===== src/hw/rtl/fcct_ram.sv =====
// ---------------------------------------------------------------------------
// fcct_ram
// Simple dual-port synchronous ram, one write and one registered read port.
// ---------------------------------------------------------------------------
module fcct_ram #(
    parameter int WIDTH = 8,
    parameter int DEPTH = 33,
    parameter int AW    = (DEPTH > 1) ? $clog2(DEPTH) : 1
) (
    input  logic             aclk,
    input  logic             wr_en,
    input  logic [AW-1:0]    wr_addr,
    input  logic [WIDTH-1:0] wr_data,
    input  logic [AW-1:0]    rd_addr,
    output logic [WIDTH-1:0] rd_data
);

    logic [WIDTH-1:0] mem [DEPTH];

    always_ff @(posedge aclk) begin
        if (wr_en) begin
            mem[wr_addr] <= wr_data;
        end
    end

    always_ff @(posedge aclk) begin
        rd_data <= mem[rd_addr];
    end

endmodule


===== config.mk =====
export PLATFORM = sky130hd
export DESIGN_NAME = fcct_ram
export DESIGN_NICKNAME = d
export VERILOG_FILES = /design/src/hw/rtl/fcct_ram.sv
export SDC_FILE = /design/constraint.sdc
export NUM_CORES = 1
export LEC_CHECK = 0
export ABC_AREA = 1
export CAP_MARGIN = 5
export CORE_ASPECT_RATIO = 1.4
export CORE_UTILIZATION = 53
export CTS_BUF_LIST = sky130_fd_sc_hd__clkbuf_8
export DETAILED_ROUTE_END_ITERATION = 8
export DONT_BUFFER_PORTS = 1
export MAX_ROUTING_LAYER = met4
export PLACE_DENSITY = 0.78
export SYNTH_ARGS = -nofsm -noshare
export SYNTH_HDL_FRONTEND = slang
export SYNTH_SLANG_ARGS = --single-unit

===== constraint.sdc =====
create_clock -name aclk -period 1.1 [get_ports aclk]
set_input_delay 0.055 -clock aclk [delete_from_list [all_inputs] [get_ports aclk]]
set_output_delay 0.055 -clock aclk [all_outputs]
set_load 0.05 [all_outputs]

### After elaboration in Yosys (flattened, before gate mapping)

Memories as Yosys holds them, arrays and structs flattened. A register that Yosys moved wholly into a read port is not among the register bits.
Cells that the tools add are included.

| operators by class | value |
|---|---|
| muxes and demuxes | 2 |

Operators with widths:

| cell | count |
|---|---|
| 1-bit two-way mux | 2 |

| word-level totals | value |
|---|---|
| register bits | 0 |
| memory bits (writable) | 264 |
| bits of input ports | 22 |
| output and inout port bits | 8 |
| word-level logic and storage cells | 3 |
| memories | 1 |

Memories:

| name | depth | width | rd ports | clocked after memory_dff | write ports | RTL line | RTL |
|---|---|---|---|---|---|---|---|
| mem | 33 | 8 | 1 | 1 | 1 | 18 | `logic [WIDTH-1:0] mem [DEPTH];` |

### Depth between registers and ports, before layout

Gate-level depths: netlist (run 1).

| logic depth | value |
|---|---|
| depth in word-level cells | 2 |
| gate-level depth with buffers | 11 |
| mapped depth without buffers | 9 |

### Least setup slack after synthesis (run 1)

Ideal clock, no wire load.

| timing | value |
|---|---|
| path type | input -> register |
| start point | input wr_addr[4] |
| end point | memory mem[24][0], enable pin |
| setup time | 0.370 ns |
| data arrival time | 0.799 ns |
| data required time | 0.730 ns |
| setup slack | -0.069 ns |
| cell stages on the path | 4 |
| path buffers | 0 |
| cells stage by stage | inv_1 nor2_1 nand3_1 nor2_1 |

RTL lines:

| what | RTL line | RTL |
|---|---|---|
| from (decl) | 12 | `input logic [AW-1:0] wr_addr,` |
| to (decl) | 18 |  |

No word-level cell before the write port.

==> results.toml, run 1 <==
[worst_setup_path]
arrival_ns = 1.57
crit_type = "reg -> reg"
critPathMaxFanout = 1
start_kind = "flop"
worstSetupEndpointType = "flop"
cp_data_required_time_ns = 1.50
r2r_cells = 8

[power]
p_per_area_nw_per_um2 = 1630
vdd_drop_max_mv = 1.01
p_leak_nw = 4.77
finalPower_mw = 21.0

[floorplanning]
die_y_um = 173
die_w_um = 124
die_area_um2 = 21500
core_area_um2 = 20500
initial_core_util_pct = 54.1
io_pins = 30
rows = 62

[worst_hold_path]
hold_depth = 2
min_path_type = "in -> reg"

[grt]
antenna_found_initial = 0
grt_pass1_wl_um = 40300
grt_max_degree = 130
grt_usage_pct = 26.1
grt_overflow = 0
grt_pass1_vias = 7356

[final_layout]
area_growth_pct = 16.0
final_cell_mix = "nand2_1 (326), edfxtp_1 (264), nand3_1 (178)"
layout_commonest_cell = "nand2_1"
diodes = 0
nets = 1018
drive_above_1_share_pct = 18.7

[synthesis]
muxShareOfSynthArea_pct = 0
ys_ff_latch = 272
ys_types = 12
synth_compound_area_share_pct = 0
yosys.area.top_type_share_pct = 71.6
synth_area_um2 = 11100
yosys.area.top_type = "edfxtp_1"
yosys-top-cells-area = "edfxtp_1 (72%), nand2_1 (11%), nand3_1 (10%)"
synth_warnings = 0
syn_area_per_cell_um2 = 11.8
synthCells = 937
synth-seq-area-share_pct = 73.0
synthSimpleGateAreaFrac_pct = 22.9
syn_nets = 959
synth_top_family_by_area = "simple AND/OR/NAND/NOR gates"
synth_fa_ha_area_share_pct = 0
yosys.area_share.xor_xnor_pct = 0

[detailed_routing]
via_count = 7352
drt_pre_antenna_iters = 5
wirelength_um = 26000
routed_via_density = 5.75
drtIter0Drc = 801
drc = 0
wl_per_cell_um = 20.4
ant_nets = 0

[clock_network]
numCtsBuffers = 39
cts_hold_repair.buffers = 16
ctsRootBufferMaster = "clkbuf_8"
cts_setup_buffers = 0
clkTransAtPathRegs_ns = 0.06
cts_max_path_buffers = 3
ctsHtreeMaxLevel = 2
cts.sinks = 272
cts_tree = "done"
clock_latency_ns = 0.53

[run_status]
violations = "hold timing, setup timing"
status = "finished with violations"

[run]
cap_viol_max_count = 0

[timing]
finalSetupViolCount = 7
hold_violations = 8
skew_ns = 0.0252
min_period_ns = 1.17
fmax_mhz = 858
rsz0062_at_grt = "true"
relSlewSlack_pct = 73.0
worst_pin_slew_ns = 0.404
holdWs_ns = -0.352
post-route-period-util_pct = 106
final.setup.worst_slack_ns = -0.0655
slew_violations = 0

[place]
numPortBuffers = 0
place_ws_ns = -0.239
dp_hpwl_um = 15300
place_congestion = 0.865
[cell usage after synthesis]
library cell / count
buf_2: 12
buf_1: 3
nor2_1: 36
edfxtp_1: 264
buf_6: 24
dfxtp_1: 8
nand2_1: 338
inv_2: 2
clkbuf_1: 10
inv_1: 9
nand3_1: 227
buf_4: 4
[stage by stage]
stage	setup TNS (ns)	hold slack [ns]	cells	cell area (um2)	util [%]
detailed placement	-7.70	0.155	1195	11500	56.2
floorplan	-13.86	0.154	937	11100	-
finish	-0.279	-0.352	1278	12800	62.7
CTS	-0.249	-0.369	1278	12700	62.1
global route	-0.895	-0.349	1278	12800	62.7
global placement	-2.12	0.156	1195	11500	56.2
[registers in the layout, indices dropped and copies added (netlist names)]
register	count
mem	264
rd_data	8
[worst max-delay path, cell delays in order, from the launching register on]
cell      delay, ns
edfxtp_1       0.36
nand2_1        0.11
nand3_2        0.10
nand3_2        0.10
nand2_1        0.05
nand2_1        0.07
nand3_2        0.11
nand3_2        0.08
nand2_1        0.06
[logic make-up (layout without fill, tap and decap cells)]
group | count (synthesis) | after routing
AND/OR/NAND/NOR | 601 | 601
buffers and inverters | 64 | 149
flip-flops | 272 | 272
[report_power, final]
| group | switching [mW] | internal (mW) |
|---|---|---|
| combinational | 0.817 | 0.450 |
| clock | 3.72 | 4.39 |
| sequential | 0.120 | 11.5 |
| total | 4.66 | 16.3 |
[routing by layer]
layer  GRT usage [%]  part of all wire, %  vias up
li1                -                    -     3392
met1            32.4                   38     3531
met2            41.5                   51      345
met3            4.55                  7.8       84
met4            11.8                  3.7        0
met5               -                    0        -
[area by class of cell]
cell class                      instances  area (um2)
Clock buffer                           44         606
Clock inverter                         23         189
Fill cell                            1484        7630
Inverter                               11        42.5
Multi-Input combinational cell        601        2830
Sequential cell                       272        8110
Tap cell                              256         320
Timing Repair Buffer                   71         757
[what timing repair did]
item	4_1_cts	5_1_grt
pin swaps	14	38
gates resized for setup	45	29
hold endpoints to repair	272	8
endpoints found under the setup margin	16	8
[final timing paths]
path | from | to | slack, ns
worst max register to register | mem[23][2]$_DFFE_PP_ | rd_data[2]$_DFF_P_ | -0.07
worst max-delay path | mem[23][2]$_DFFE_PP_ | rd_data[2]$_DFF_P_ | -0.07
worst min register to register | mem[32][4]$_DFFE_PP_ | rd_data[4]$_DFF_P_ | 0.45
worst min-delay path | rd_addr[5] | rd_data[4]$_DFF_P_ | -0.35
(Power assumes the default switching activity.)
==> inputs of run 2 (changes only) <==
- clock period: 1.1 -> 1 ns (I/O delays scaled with it)
==> results.toml, run 2 (synthesis results as in run 1) <==
[run_status]
status = "finished with violations"
violations = "hold timing, setup timing"

[grt]
grt_usage_pct = 24.7
antenna_found_initial = 0
grt_overflow = 0
grt_max_degree = 130
grt_pass1_wl_um = 38700
grt_pass1_vias = 7129

[final_layout]
drive_above_1_share_pct = 20.7
area_growth_pct = 17.4
regMostFlops = "mem"
final_cell_mix = "nand2_1 (317), edfxtp_1 (264), nand3_1 (181)"
final_core_util_pct = 63.5
diodes = 0
finalInstanceArea_um2 = 13000
largestRegisters = "mem (264), rd_data (8)"
largest_reg_flops = 264
nets = 1003
layout_commonest_cell = "nand2_1"

[floorplanning]
initial_core_util_pct = 54.1
die_y_um = 173
rows = 62
io_pins = 30
core_area_um2 = 20500
die_w_um = 124
die_area_um2 = 21500

[clock_network]
numCtsBuffers = 38
clkTransAtPathRegs_ns = 0.06
cts_max_path_buffers = 3
cts.sinks = 272
cts_hold_repair.buffers = 17
ctsRootBufferMaster = "clkbuf_8"
cts_setup_buffers = 0
clock_latency_ns = 0.52
ctsHtreeMaxLevel = 2
cts_tree = "done"

[timing]
fmax_mhz = 850
final.setup.worst_slack_ns = -0.177
hold_violations = 20
relSlewSlack_pct = 63.8
post-route-period-util_pct = 118
holdWs_ns = -0.355
skew_ns = 0.0168
rsz0062_at_grt = "true"
min_period_ns = 1.18
slew_violations = 0
finalSetupViolCount = 16
worst_pin_slew_ns = 0.542

[detailed_routing]
drtIter0Drc = 697
drt_pre_antenna_iters = 5
wirelength_um = 24900
drc = 0
routed_via_density = 5.66
ant_nets = 0
via_count = 7151
wl_per_cell_um = 19.7

[place]
dp_hpwl_um = 15200
numPortBuffers = 0
placed_area_um2 = 11700
place_ws_ns = -0.283
place_congestion = 0.803

[worst_setup_path]
critPathMaxFanout = 1
reg2reg_setup_slack_ns = -0.18
arrival_ns = 1.58
worstSetupEndpointType = "flop"
crit_type = "reg -> reg"
r2r_cells = 8
start_kind = "flop"
cp_data_required_time_ns = 1.41

[worst_hold_path]
min_path_type = "in -> reg"
hold_depth = 2

[power]
finalPower_mw = 21.9
p_leak_nw = 4.66
vdd_drop_max_mv = 0.965
p_per_area_nw_per_um2 = 1690

[run]
cap_viol_max_count = 0
run 2: cell count changes in the layout (fill, tap and decap cells not counted), sizes merged:
cell / before / now
buf: 63 / 48
clkinv: 12 / 17
bufinv: 3 / 0
clkbuf: 44 / 41
dlygate4sd3: 8 / 9
run 2: timing repair:
action,in CTS,in global routing
pin swaps,29,26
endpoints found under the hold margin,346,14
endpoints found under the setup margin,16,16
gates resized for setup,52,35
run 2: final timing paths:
kind,startpoint,endpoint
hold / removal,rd_addr[5],rd_data[5]$_DFF_P_
setup / recovery,mem[1][6]$_DFFE_PP_,rd_data[6]$_DFF_P_
hold reg to reg,mem[32][5]$_DFFE_PP_,rd_data[5]$_DFF_P_
setup reg to reg,mem[1][6]$_DFFE_PP_,rd_data[6]$_DFF_P_
run 2: critical path, cell delays in order (launching register included):
cell and delay [ns]:
edfxtp_1 0.39, nand2_2 0.10, nand3_2 0.10, nand3_2 0.10, nand2_2 0.07, nand2_2 0.08, nand3_2 0.10, nand3_2 0.08
nand2_1 0.06
run 2: power breakdown:
group	internal, mW	switching (mW)
registers	12.6	0.0401
logic	0.582	1.06
clock network	3.78	3.87
total	17.0	4.97
run 2: area by class of cell:
cell class                 count  area, um2
clock inverter                25        105
tap                          256        320
multi-input combinational    601       3120
clock buffer                  41        564
sequential                   272       8100
timing repair buffer          57        748
inverter                      11       47.5
fill                        1537       7480
run 2: stage by stage:
stage               setup TNS (ns)  std cells
floorplan                    -8.07        937
global placement            -16.90       1180
detailed placement          -21.50       1180
CTS                          -1.53       1263
global route                 -2.16       1263
finish                       -1.50       1263
run 2: metal layers:
layer | vias up | track usage (%) | wire [um] | share of wire (%)
met5 | - | - | 0 | 0
met4 | 0 | 9.52 | 928 | 3.7
met3 | 63 | 3.10 | 1530 | 6.2
met2 | 288 | 41.1 | 12900 | 52
met1 | 3430 | 30.5 | 9570 | 38
li1 | 3370 | - | - | -
==> inputs of run 3 (changes only) <==
--- a/constraint.sdc
+++ b/constraint.sdc
@@ -3,2 +3,2 @@
 set_output_delay 0.05 -clock aclk [all_outputs]
-set_load 0.05 [all_outputs]
+set_load 0.005 [all_outputs]
==> results.toml, run 3 (synthesis results as in run 1) <==
[run_status]
status = "finished with violations"
violations = "hold timing, setup timing"

[worst_setup_path]
crit_type = "reg -> reg"
critPathMaxFanout = 1
cp_data_required_time_ns = 1.39
start_kind = "flop"
r2r_cells = 8
worstSetupEndpointType = "flop"
r2r_end = "rd_data[5]$_DFF_P_"
arrival_ns = 1.57
timing.rr.start = "mem[2][5]$_DFFE_PP_"
reg2reg_setup_slack_ns = -0.18

[final_layout]
diodes = 0
final_cell_mix = "nand2_1 (319), edfxtp_1 (264), nand3_1 (159)"
largestRegisters = "mem (264), rd_data (8)"
area_growth_pct = 18.2
nets = 995
largest_reg_flops = 264
layout_commonest_cell = "nand2_1"
regMostFlops = "mem"
drive_above_1_share_pct = 21.4
fillers = 1493

[timing]
worst_pin_slew_ns = 0.615
min_period_ns = 1.18
rsz0062_at_grt = "true"
slew_violations = 0
fmax_mhz = 846
hold_violations = 8
finalSetupViolCount = 98
holdWs_ns = -0.352
final.setup.worst_slack_ns = -0.182
tns_ns = -3.17
post-route-period-util_pct = 118
skew_ns = 0.0236
relSlewSlack_pct = 59.0

[detailed_routing]
wl_per_cell_um = 20.9
drc = 0
ant_nets = 0
wirelength_um = 26100
routed_via_density = 5.77
drt_pre_antenna_iters = 5
drtIter0Drc = 712
via_count = 7229

[clock_network]
clock_latency_ns = 0.52
ctsRootBufferMaster = "clkbuf_8"
numCtsBuffers = 37
cts_setup_buffers = 0
ctsHtreeMaxLevel = 2
clkTransAtPathRegs_ns = 0.06
cts_tree = "done"
cts.sinks = 272
cts_max_path_buffers = 3

[floorplanning]
die_w_um = 124
core_area_um2 = 20500
io_pins = 30
die_area_um2 = 21500
die_y_um = 173
initial_core_util_pct = 54.1
rows = 62

[grt]
grt_max_degree = 130
grt_overflow = 0
grt_pass1_wl_um = 40100
antenna_found_initial = 0
grt_usage_pct = 26.0
grt_pass1_vias = 7281

[power]
vdd_drop_max_mv = 0.856
p_leak_nw = 4.69
finalPower_mw = 22.3
p_per_area_nw_per_um2 = 1700

[place]
place_ws_ns = -0.257
place_congestion = 0.826
dp_hpwl_um = 15600
numPortBuffers = 0

[worst_hold_path]
min_path_type = "in -> reg"
min_to = "rd_data[1]$_DFF_P_"
hold_depth = 2
hold_path_startpoint = "rd_addr[5]"

[run]
cap_viol_max_count = 0
[run 3: what timing repair did]
item / 4_1_cts / 5_1_grt
pin swaps: 11 / 58
setup endpoints to repair: 11 / 8
gates resized for setup: 25 / 62
hold buffers: 18 / 1
gates cloned: 0 / 0
endpoints found under the hold margin: 325 / 33
[run 3: power breakdown]
| group | total (mW) | internal [mW] | switching (mW) |
|---|---|---|---|
| combinational | 1.51 | 0.536 | 0.978 |
| sequential | 12.6 | 12.6 | 0.0482 |
| clock | 8.14 | 4.23 | 3.92 |
| total | 22.3 | 17.4 | 4.94 |
[run 3: metal layers]
metal  vias up  wire length, um  track usage [%]
met3        81             1480             3.50
met4         0             1220             13.1
met5         -                0                -
met2       270            13500             41.7
met1      3528             9890             32.2
li1       3350                -                -
[run 3: how the worst max path moves through the flow]
stage / cells after the start / endpoint / from / slack (ns)
detailed placement: 10 / rd_data[7]$_DFF_P_ / rd_addr[0] / -0.26
global placement: 10 / rd_data[0]$_DFF_P_ / rd_addr[0] / -0.26
global route: 8 / rd_data[4]$_DFF_P_ / mem[21][4]$_DFFE_PP_ / -0.23
CTS: 8 / rd_data[4]$_DFF_P_ / mem[14][4]$_DFFE_PP_ / -0.18
floorplan: 3 / mem[12][0]$_DFFE_PP_ / wr_addr[1] / -0.05
finish: 8 / rd_data[5]$_DFF_P_ / mem[2][5]$_DFFE_PP_ / -0.18
[run 3: stage by stage]
| step | cell area, um2 | hold slack (ns) | cells | utilization, % |
|---|---|---|---|---|
| 3_5_place_dp | 11800 | 0.152 | 1171 | 57.4 |
| 5_1_grt | 13100 | -0.363 | 1252 | 64.0 |
| 4_1_cts | 12800 | -0.365 | 1251 | 62.6 |
| 2_1_floorplan | 11400 | 0.149 | 937 | - |
| 6_report | 13100 | -0.352 | 1252 | 64.0 |
| 3_3_place_gp | 11800 | 0.152 | 1171 | 57.4 |
[run 3: area by class of cell]
type	count	area, um2	share of cell area [%]
inverters	11	47.5	0.363
clock buffers	37	509	3.89
flip-flops and latches	272	8090	61.8
well taps	256	320	2.45
clock inverters	25	181	1.39
repair buffers	50	716	5.46
multi-input cells	601	3230	24.7
[run 3: critical path, stage by stage, from the launching register on]
cell,delay [ns]
edfxtp_1,0.36
nand2_1,0.11
nand3_2,0.10
nand3_2,0.09
nand2_1,0.06
nand2_1,0.08
nand3_2,0.13
nand3_2,0.09
nand2_1,0.05
